## src/rtl/core/apbod_pkg.sv

```systemverilog
// ----------------------------------------------------------------------------
// apbod_pkg
// Shared widths, the stored box record and the controller command bundle
// for the all-pairs box overlap detector.
// ----------------------------------------------------------------------------
package apbod_pkg;

  // Default store depth
  localparam int MAX_BOXES_DEF = 64;

  // Field widths
  localparam int POS_W    = 24;
  localparam int PIV_W    = 10;
  localparam int SIZE_W   = 16;
  localparam int PROD_W   = PIV_W + SIZE_W + 1;
  localparam int CORNER_W = 25;
  localparam int END_W    = 26;
  localparam int OUT_IDX_W = 6;

  // Stream bus widths
  localparam int IN_TDATA_W  = 104;
  localparam int OUT_TDATA_W = 16;

  // One stored box: lower-left corner and far edge on each axis
  typedef struct packed {
    logic signed [CORNER_W-1:0] cx;
    logic signed [END_W-1:0]    ex;
    logic signed [CORNER_W-1:0] cy;
    logic signed [END_W-1:0]    ey;
  } box_t;

  // Commands from the controller to the datapath
  typedef struct packed {
    logic                 ld_en;    // store the accepted box
    logic [OUT_IDX_W-1:0] ld_idx;   // slot for the box
    logic                 sw_en;    // issue a sweep read
    logic                 sw_row;   // read is the row box i
    logic                 sw_last;  // read is the last partner j of the row
    logic [OUT_IDX_W-1:0] sw_idx;   // box read
    logic                 em_rd;    // read the result entry
    logic [OUT_IDX_W-1:0] em_idx;   // result entry read
    logic                 em_ld;    // load the output register
    logic                 em_last;  // result is the last of the frame
    logic                 clr;      // clear the hit flags
  } cmd_t;

endpackage

```

## src/rtl/core/apbod_ctrl.sv

```systemverilog
// ----------------------------------------------------------------------------
// apbod_ctrl
// Frame sequencer: counts loaded boxes, walks the pair sweep row by row and
// steps the result emission.
// ----------------------------------------------------------------------------
module apbod_ctrl #(
  parameter int MAX_BOXES = apbod_pkg::MAX_BOXES_DEF
) (
  input  logic            clk,
  input  logic            rst_n,
  input  logic            in_tvalid,
  input  logic            in_tlast,
  output logic            in_tready,
  output logic            out_tvalid,
  input  logic            out_tready,
  output apbod_pkg::cmd_t cmd
);
  import apbod_pkg::*;

  localparam int IW = (MAX_BOXES > 1) ? $clog2(MAX_BOXES) : 1;
  localparam int CW = $clog2(MAX_BOXES + 1);

  localparam logic [2:0] S_LOAD  = 3'd0;
  localparam logic [2:0] S_DRAIN = 3'd1;
  localparam logic [2:0] S_ROW   = 3'd2;
  localparam logic [2:0] S_SCAN  = 3'd3;
  localparam logic [2:0] S_FLUSH = 3'd4;
  localparam logic [2:0] S_ERD   = 3'd5;
  localparam logic [2:0] S_ELD   = 3'd6;
  localparam logic [2:0] S_EOUT  = 3'd7;

  logic [2:0]    state_r, state_nxt;
  logic [CW-1:0] cnt_r, cnt_nxt;
  logic [IW-1:0] i_r, i_nxt;
  logic [IW-1:0] j_r, j_nxt;
  logic [IW-1:0] k_r, k_nxt;
  logic          drain_r, drain_nxt;
  logic          accept;
  logic          store;
  logic [CW-1:0] n_m1;
  logic [CW-1:0] n_m2;
  logic          j_end;
  logic          k_end;

  assign in_tready  = (state_r == S_LOAD);
  assign out_tvalid = (state_r == S_EOUT);
  assign accept     = in_tvalid & in_tready;
  assign store      = accept & (cnt_r < CW'(MAX_BOXES));
  assign n_m1       = cnt_r - CW'(1);
  assign n_m2       = cnt_r - CW'(2);
  assign j_end      = (CW'(j_r) == n_m1);
  assign k_end      = (CW'(k_r) == n_m1);

  // Sequence the frame
  always_comb begin
    state_nxt = state_r;
    cnt_nxt   = cnt_r;
    i_nxt     = i_r;
    j_nxt     = j_r;
    k_nxt     = k_r;
    drain_nxt = drain_r;
    cmd       = '0;
    cmd.ld_en  = store;
    cmd.ld_idx = OUT_IDX_W'(cnt_r[IW-1:0]);
    cmd.em_idx = OUT_IDX_W'(k_r);
    case (state_r)
      S_LOAD: begin
        if (store) begin
          cnt_nxt = cnt_r + CW'(1);
        end
        if (accept && in_tlast) begin
          drain_nxt = 1'b0;
          state_nxt = S_DRAIN;
        end
      end
      // Let the last box reach the store
      S_DRAIN: begin
        drain_nxt = 1'b1;
        if (drain_r) begin
          i_nxt = '0;
          k_nxt = '0;
          state_nxt = (cnt_r == CW'(1)) ? S_ERD : S_ROW;
        end
      end
      S_ROW: begin
        cmd.sw_en  = 1'b1;
        cmd.sw_row = 1'b1;
        cmd.sw_idx = OUT_IDX_W'(i_r);
        j_nxt      = i_r + IW'(1);
        state_nxt  = S_SCAN;
      end
      S_SCAN: begin
        cmd.sw_en   = 1'b1;
        cmd.sw_last = j_end;
        cmd.sw_idx  = OUT_IDX_W'(j_r);
        if (j_end) begin
          if (CW'(i_r) == n_m2) begin
            state_nxt = S_FLUSH;
          end else begin
            i_nxt     = i_r + IW'(1);
            state_nxt = S_ROW;
          end
        end else begin
          j_nxt = j_r + IW'(1);
        end
      end
      // Let the final pair update the flags
      S_FLUSH: begin
        k_nxt     = '0;
        state_nxt = S_ERD;
      end
      S_ERD: begin
        cmd.em_rd = 1'b1;
        state_nxt = S_ELD;
      end
      S_ELD: begin
        cmd.em_ld   = 1'b1;
        cmd.em_last = k_end;
        state_nxt   = S_EOUT;
      end
      S_EOUT: begin
        if (out_tready) begin
          if (k_end) begin
            cmd.clr   = 1'b1;
            cnt_nxt   = '0;
            state_nxt = S_LOAD;
          end else begin
            k_nxt     = k_r + IW'(1);
            state_nxt = S_ERD;
          end
        end
      end
      default: begin
        state_nxt = S_LOAD;
      end
    endcase
  end

  always_ff @(posedge clk) begin
    if (!rst_n) begin
      state_r <= S_LOAD;
      cnt_r   <= '0;
      i_r     <= '0;
      j_r     <= '0;
      k_r     <= '0;
      drain_r <= 1'b0;
    end else begin
      state_r <= state_nxt;
      cnt_r   <= cnt_nxt;
      i_r     <= i_nxt;
      j_r     <= j_nxt;
      k_r     <= k_nxt;
      drain_r <= drain_nxt;
    end
  end

endmodule

```

## config.mk

```make
export PLATFORM = sky130hd
export DESIGN_NAME = apbod_ctrl
export DESIGN_NICKNAME = d
export VERILOG_FILES = /design/src/rtl/core/apbod_pkg.sv /design/src/rtl/core/apbod_ctrl.sv
export SDC_FILE = /design/constraint.sdc
export NUM_CORES = 1
export LEC_CHECK = 0
export BUFFER_PORTS_ARGS = -buffer_cell sky130_fd_sc_hd__buf_2
export CAP_MARGIN = 20
export CORE_MARGIN = 3
export CORE_UTILIZATION = 59
export DETAILED_ROUTE_END_ITERATION = 6
export HOLD_SLACK_MARGIN = 0.15
export PLACE_DENSITY = 0.79
export RECOVER_POWER = 25
export SYNTH_ARGS = -nofsm -noshare
export SYNTH_HDL_FRONTEND = slang
export SYNTH_SLANG_ARGS = --single-unit
export TNS_END_PERCENT = 30
```

## constraint.sdc

```tcl
create_clock -name clk -period 3.1 [get_ports clk]
set_clock_uncertainty 0.05 [all_clocks]
set_input_delay 0.31 -clock clk [delete_from_list [all_inputs] [get_ports clk]]
set_output_delay 0.31 -clock clk [all_outputs]
set_load 0.005 [all_outputs]
```

==> impl_metrics.csv, run 1 <==
group,metric,value,unit
sta,timing.fmax,348,MHz
cts,cts_buffer_depth,2,
power,power.density,318,nW/um^2
cells_and_area,stdcell_count,393,
synthesis,yosysSeqAreaShare,0.225,
placed_design,gp_congestion,0.874,
placed_design,pre_cts_slack,0.379,ns
global_routing,gr-max-usage-layer,"met2",
floorplan,coreArea,4120,sq um
cells_and_area,final_nets,357,
cts,cts_root_buf,"clkbuf_8",
synthesis,synth_top_cell_by_area,"dfxtp_1",
synthesis,syn_avg_cell_area,7.83,sq um
synthesis,synth_top_family_by_area,"simple AND/OR/NAND/NOR gates",
placed_design,post_dp_cell_area,2680,sq um
synthesis,yosys_warnings,0,
routing,firstDrtPassIters,5,
global_routing,grtUsageMet1,0.357,
routing,via_per_inst,6.27,
routing,drtIter0Drc,193,
synthesis,post_synth_num_cell_types,65,
power,p_leak,1.10,nW
global_routing,grt_pass1_vias,2202,
synthesis,synth_common_cells,"nand2_1, dfxtp_1, nand3_1, nor2_1",
floorplan,die_y,72.2,um
setup_path,critPathCaptureType,"output port",
cells_and_area,stdcell_area,2770,sq um
synthesis,syn_nets,344,
synthesis,yosys-top-cells-area,"dfxtp_1, nand2_1, mux2i_1",
setup_path,cp_max_fo,9,
setup_path,setup.worst_path.class,"reg2out",
cts,cts_tree,"done",
synthesis,synthCells,330,
routing,routed_wl,6.40,mm
sta,final_max_slew_viol_count,0,
routing,routedWlPerCell,16.3,um
synthesis,yosys.area_share.adder,0.0436,
placed_design,portBuffers,32,
cells_and_area,multi_input_area,1810,sq um
cts,post_cts_buffers,0,
sta,finalWorstSetupSlack,0.227,ns
synthesis,async_reset_ff_frac,0,
floorplan,initial_core_util,0.628,
cts,path_clk_slew,0.06,ns
cts,clock-sinks,29,
floorplan,row_count,23,
global_routing,grt_pass1_wl,10.7,mm
synthesis,yosys.area_share.simple,0.282,
floorplan,ios,33,
cells_and_area,fin_util,0.674,
synthesis,synth-edff-count,0,
global_routing,grt-ovfl-total,0,
synthesis,synth_top_area_frac,0.225,
setup_path,setup.worst_path.start_class,"flop",
synthesis,synth_compound_area_frac,0.216,
cells_and_area,drive_gt1_frac,0.152,
cells_and_area,seq_area,582,sq um
setup_path,critPathRequiredTime,2.74,ns
cts,htreeDepth,2,
routing,ant_nets,0,
cells_and_area,syn2layout_area_growth,7.36,%
worst_hold_path,hp-class,"in2reg",
routing,drc,0,
sta,worst_pin_slew,0.617,ns
placed_design,placed_cells,386,
sta,rsz0062_at_grt,"no",
power,peakVddDrop,0.000215,V
routing,via_count,2464,
synthesis,synth_mux_area_frac,0.0504,
global_routing,met3_usage,0.0346,
cells_and_area,num_antenna_cells,0,
global_routing,grt_start_max_net_pins,21,
sta,tns,0,ns
cts,worstSkewPairLatency,0.28,ns
synthesis,netlist_area,2580,sq um
flow_run,max_cap_viol_count,0,
floorplan,die_x,72.2,um
synthesis,yosysMostFrequentCell,"nand2_1",
placed_design,dp_hpwl,4.63,mm
cts,cts_made_buffers,5,
synthesis,ys.flop_type,"dfxtp_1",
cells_and_area,fill_cells,368,
sta,setup_violations,0,
sta,min_period,2.87,ns
synthesis,ys_seq_elements,29,
outcome,status,"finished clean",
setup_path,critical_path_arrival,2.51,ns
sta,finalCritPeriodShare,0.927,
global_routing,antenna_found_initial,0,
global_routing,track_usage,0.258,
sta,maxSlewHeadroom,0.587,
synthesis,synth_xor_area_frac,0.101,
sta,hold_viol_final,0,
floorplan,dieArea,5210,sq um
global_routing,groute.layer.met2.usage,0.411,
cell usage in the layout, fill, tap and decap left out, types with 3 or more instances in the layout:
cell type,Yosys,routed
xnor2_1,10,9
nor3_1,7,7
xor2_1,12,11
nor2_1,20,20
xnor3_1,3,3
a31oi_1,4,4
and3_1,3,3
o2111ai_1,5,5
o21ai_0,11,11
clkbuf_1,14,7
mux2i_1,13,13
ha_1,9,9
o211ai_1,6,6
inv_1,15,15
and2_1,3,3
nand2_1,37,37
a21oi_1,16,16
buf_2,6,28
dfxtp_1,29,28
nand3b_1,3,3
nand2b_1,16,16
nand4_1,6,6
nor2b_1,3,3
clkbuf_8,0,6
nand3_1,20,20
routing by layer:
metal / vias to the layer above / wire length [um]
met1: 1153 / 2870
met3: 11 / 369
met4: 0 / 106
met5: - / 0
li1: 1212 / -
met2: 88 / 3050
final timing paths:
path	start	to	slack, ns	cells after the start
worst max-delay path	cnt_r[1]	cmd[1]	0.23	8
worst min-delay path	out_tready	k_r[0]	0.36	5
worst max register to register	cnt_r[1]	i_r[5]	0.45	9
worst min register to register	k_r[4]	k_r[4]	0.46	2
through the flow:
stage,total power [mW],hold slack (ns)
after floorplan,0.536,0.433
after global placement,0.564,0.445
after detailed placement,0.567,0.448
after CTS,0.882,0.349
after global routing,0.919,0.378
final,0.881,0.364
sequential cells by signal, indices dropped and copies added (netlist names):
signal and count:
cnt_r 7, drain_r 1, i_r 6, j_r 6
k_r 6, state_r 3
repair_timing:
action | CTS | global route
hold endpoints to repair | 0 | 0
setup endpoints to repair | 0 | 3
resized for setup | 0 | 4
hold buffers | 0 | 0
worst max-delay path, stage by stage (launching register included):
cell     delay [ns]
dfxtp_2        0.36
inv_1          0.13
ha_1           0.27
nor3b_1        0.46
a22o_1         0.26
and4_4         0.26
nand3_1        0.18
nor3_1         0.17
buf_2          0.14
where the power goes:
group	internal (mW)	switching, mW	leakage [nW]
sequential	0.380	0.0144	0.235
combinational	0.0662	0.103	0.825
clock	0.176	0.141	0.0443
cell families (layout without fill, tap and decap cells):
logic type                 Yosys count  count (layout)
DFF                                 29              29
AOI/OAI and AO/OA                   75              75
and+or+nand+nor                    134             134
adders and majority gates            9               9
muxes                               13              13
buffers and inverters               45              58
xor gates and xnor gates            25              25
final cells by class:
type                    count  area share
well taps                  50      0.0226
flip-flops and latches     29       0.210
inverters                  15      0.0203
clock buffers               7      0.0311
repair buffers             36      0.0641
multi-input cells         256       0.652
No activity file was read; power rests on OpenSTA's default activity.
==> inputs of run 2 (changes only) <==
--- a/config.mk
+++ b/config.mk
@@ -8,10 +8,10 @@
 export BUFFER_PORTS_ARGS = -buffer_cell sky130_fd_sc_hd__buf_2
 export CAP_MARGIN = 20
 export CORE_MARGIN = 3
-export CORE_UTILIZATION = 59
+export CORE_UTILIZATION = 60
 export DETAILED_ROUTE_END_ITERATION = 6
 export HOLD_SLACK_MARGIN = 0.15
-export PLACE_DENSITY = 0.79
+export PLACE_DENSITY = 0.8
 export RECOVER_POWER = 25
 export SYNTH_ARGS = -nofsm -noshare
 export SYNTH_HDL_FRONTEND = slang
==> constraint.sdc (replaced) <==
create_clock -name clk -period 3.63 [get_ports clk]
set_clock_uncertainty 0.05 [all_clocks]
set_input_delay 0.363 -clock clk [delete_from_list [all_inputs] [get_ports clk]]
set_output_delay 0.363 -clock clk [all_outputs]
set_load 0.005 [all_outputs]
==> run 2 against run 1 <==
Net effect: cell area decreased by 1.5%; sequential power decreased by 12%; sequential share of layout area increased by 0.28 points; critical path type unchanged; critical endpoint unchanged; power decreased by 15%; hold slack improved by 0.041 ns; critical path depth unchanged.
==> impl_metrics.csv, run 2 (synthesis gave the netlist of run 1 again) <==
group,metric,value,unit
outcome,status,"finished clean",
setup_path,setup.worst_path.class,"reg2out",
placed_design,portBuffers,32,
worst_hold_path,holdPathEnd,"k_r[0]",
sta,rsz0062_at_grt,"no",
sta,setup_violations,0,
cts,worstSkewPairLatency,0.28,ns
sta,finalCritPeriodShare,0.884,
setup_path,setup.worst_path.start_class,"flop",
cells_and_area,top_register,"cnt_r",
routing,routed_wl,6.63,mm
power,pwr-share-seq,0.460,
global_routing,grt-ovfl-total,0,
setup_path,rr_endpoint,"i_r[2]",
floorplan,row_count,23,
cts,clock-sinks,29,
worst_hold_path,hp-class,"in2reg",
sta,final_max_slew_viol_count,0,
cells_and_area,drive_gt1_frac,0.139,
placed_design,placed_cells,382,
sta,min_period,3.21,ns
cells_and_area,stdcell_count,389,
cts,cts_hold_buf,0,
placed_design,gp_congestion,0.940,
cells_and_area,fin_util,0.668,
sta,worst_pin_slew,0.960,ns
global_routing,grt_pass1_wl,10.7,mm
sta,hold_viol_final,0,
cts,path_clk_slew,0.06,ns
routing,via_per_inst,6.40,
global_routing,antenna_found_initial,0,
cells_and_area,layout_commonest_cell,"nand2_1",
cts,htreeDepth,2,
setup_path,reg2regPathDepth,8,
power,power.density,275,nW/um^2
cells_and_area,syn2layout_area_growth,5.72,%
cts,cts_made_buffers,5,
routing,drc,0,
routing,firstDrtPassIters,6,
worst_hold_path,hold_start,"out_tready",
setup_path,critical_path_arrival,2.80,ns
power,power_frac_clock,0.364,
power,p_switching,223,uW
sta,tns,0,ns
routing,routedWlPerCell,17.0,um
floorplan,die_x,71.6,um
flow_run,max_cap_viol_count,0,
global_routing,grt_pass1_vias,2212,
sta,timing.fmax,311,MHz
setup_path,critPathCaptureType,"output port",
power,peakVddDrop,0.000260,V
cells_and_area,seq_area,581,sq um
cts,cts_root_buf,"clkbuf_8",
sta,maxSlewHeadroom,0.359,
setup_path,cp_max_fo,11,
floorplan,die_y,71.6,um
cells_and_area,final_cell_mix,"nand2_1, dfxtp_1, buf_2, nor2_1, nand3_1",
routing,ant_nets,0,
setup_path,critPathRequiredTime,3.22,ns
cells_and_area,multi_input_area,1790,sq um
cts,post_cts_buffers,0,
routing,via_count,2489,
routing,drtIter0Drc,169,
power,pwr-share-comb,0.176,
cells_and_area,final_nets,353,
setup_path,rrSetupSlack,0.62,ns
floorplan,dieArea,5130,sq um
cells_and_area,largest_reg_flops,7,
power,p_sw_frac,0.297,
placed_design,dp_hpwl,4.74,mm
global_routing,grt_start_max_net_pins,28,
power,intPower,528,uW
setup_path,reg2reg_from,"cnt_r[0]",
cells_and_area,num_antenna_cells,0,
power,p_leak,1.09,nW
cts,cts_tree,"done",
cells_and_area,fill_cells,356,
global_routing,track_usage,0.262,
floorplan,coreArea,4090,sq um
cts,ctsResizeCount,0,
worst_hold_path,whs_path_depth,5,
floorplan,initial_core_util,0.632,
sta,whs,0.404,ns
cts,cts_buffer_depth,2,
floorplan,ios,33,
run 2: cell type report:
class / instances / share of cell area
clock buffer: 7 / 0.0316
inverter: 15 / 0.0206
multi-input combinational: 256 / 0.655
sequential: 29 / 0.213
tap: 50 / 0.0229
timing repair buffer: 32 / 0.0573
run 2: how the worst max path moves through the flow:
stage	startpoint	end	slack (ns)	cells after the start
after floorplan	cnt_r[2]	j_r[4]	1.21	10
after global placement	cnt_r[2]	i_r[2]	0.79	8
after detailed placement	cnt_r[0]	i_r[2]	0.67	8
after CTS	cnt_r[2]	cmd[1]	0.47	8
after global routing	cnt_r[2]	cmd[1]	0.20	8
final	cnt_r[2]	cmd[1]	0.42	8
run 2: metrics by stage:
stage,power [mW],area [sq um],worst slack (ns)
after floorplan,0.458,2580,1.21
after global placement,0.477,2650,0.789
after detailed placement,0.482,2650,0.666
after CTS,0.750,2730,0.472
after global routing,0.780,2730,0.200
final,0.751,2730,0.420
run 2: worst max-delay path, cell delays in order (launching register included):
cell      delay, ns
dfxtp_1        0.59
inv_1          0.20
ha_1           0.29
a21boi_1       0.17
xnor2_1        0.30
xor2_1         0.38
nand3_1        0.25
nor3_1         0.19
buf_2          0.15
run 2: routing by layer:
metal,GRT usage,part of all wire,up-vias
met1,0.350,0.44,1170
li1,-,-,1195
met2,0.422,0.47,103
met5,0,0,-
met3,0.0393,0.058,21
met4,0.113,0.028,0
run 2: power by group through the flow:
stage	Clock [mW]	Combinational, mW	Sequential (mW)
2_1_floorplan	0	0.120	0.338
3_5_place_dp	0	0.130	0.352
3_3_place_gp	0	0.126	0.351
6_report	0.274	0.132	0.346
4_1_cts	0.274	0.131	0.345
5_1_grt	0.288	0.144	0.347
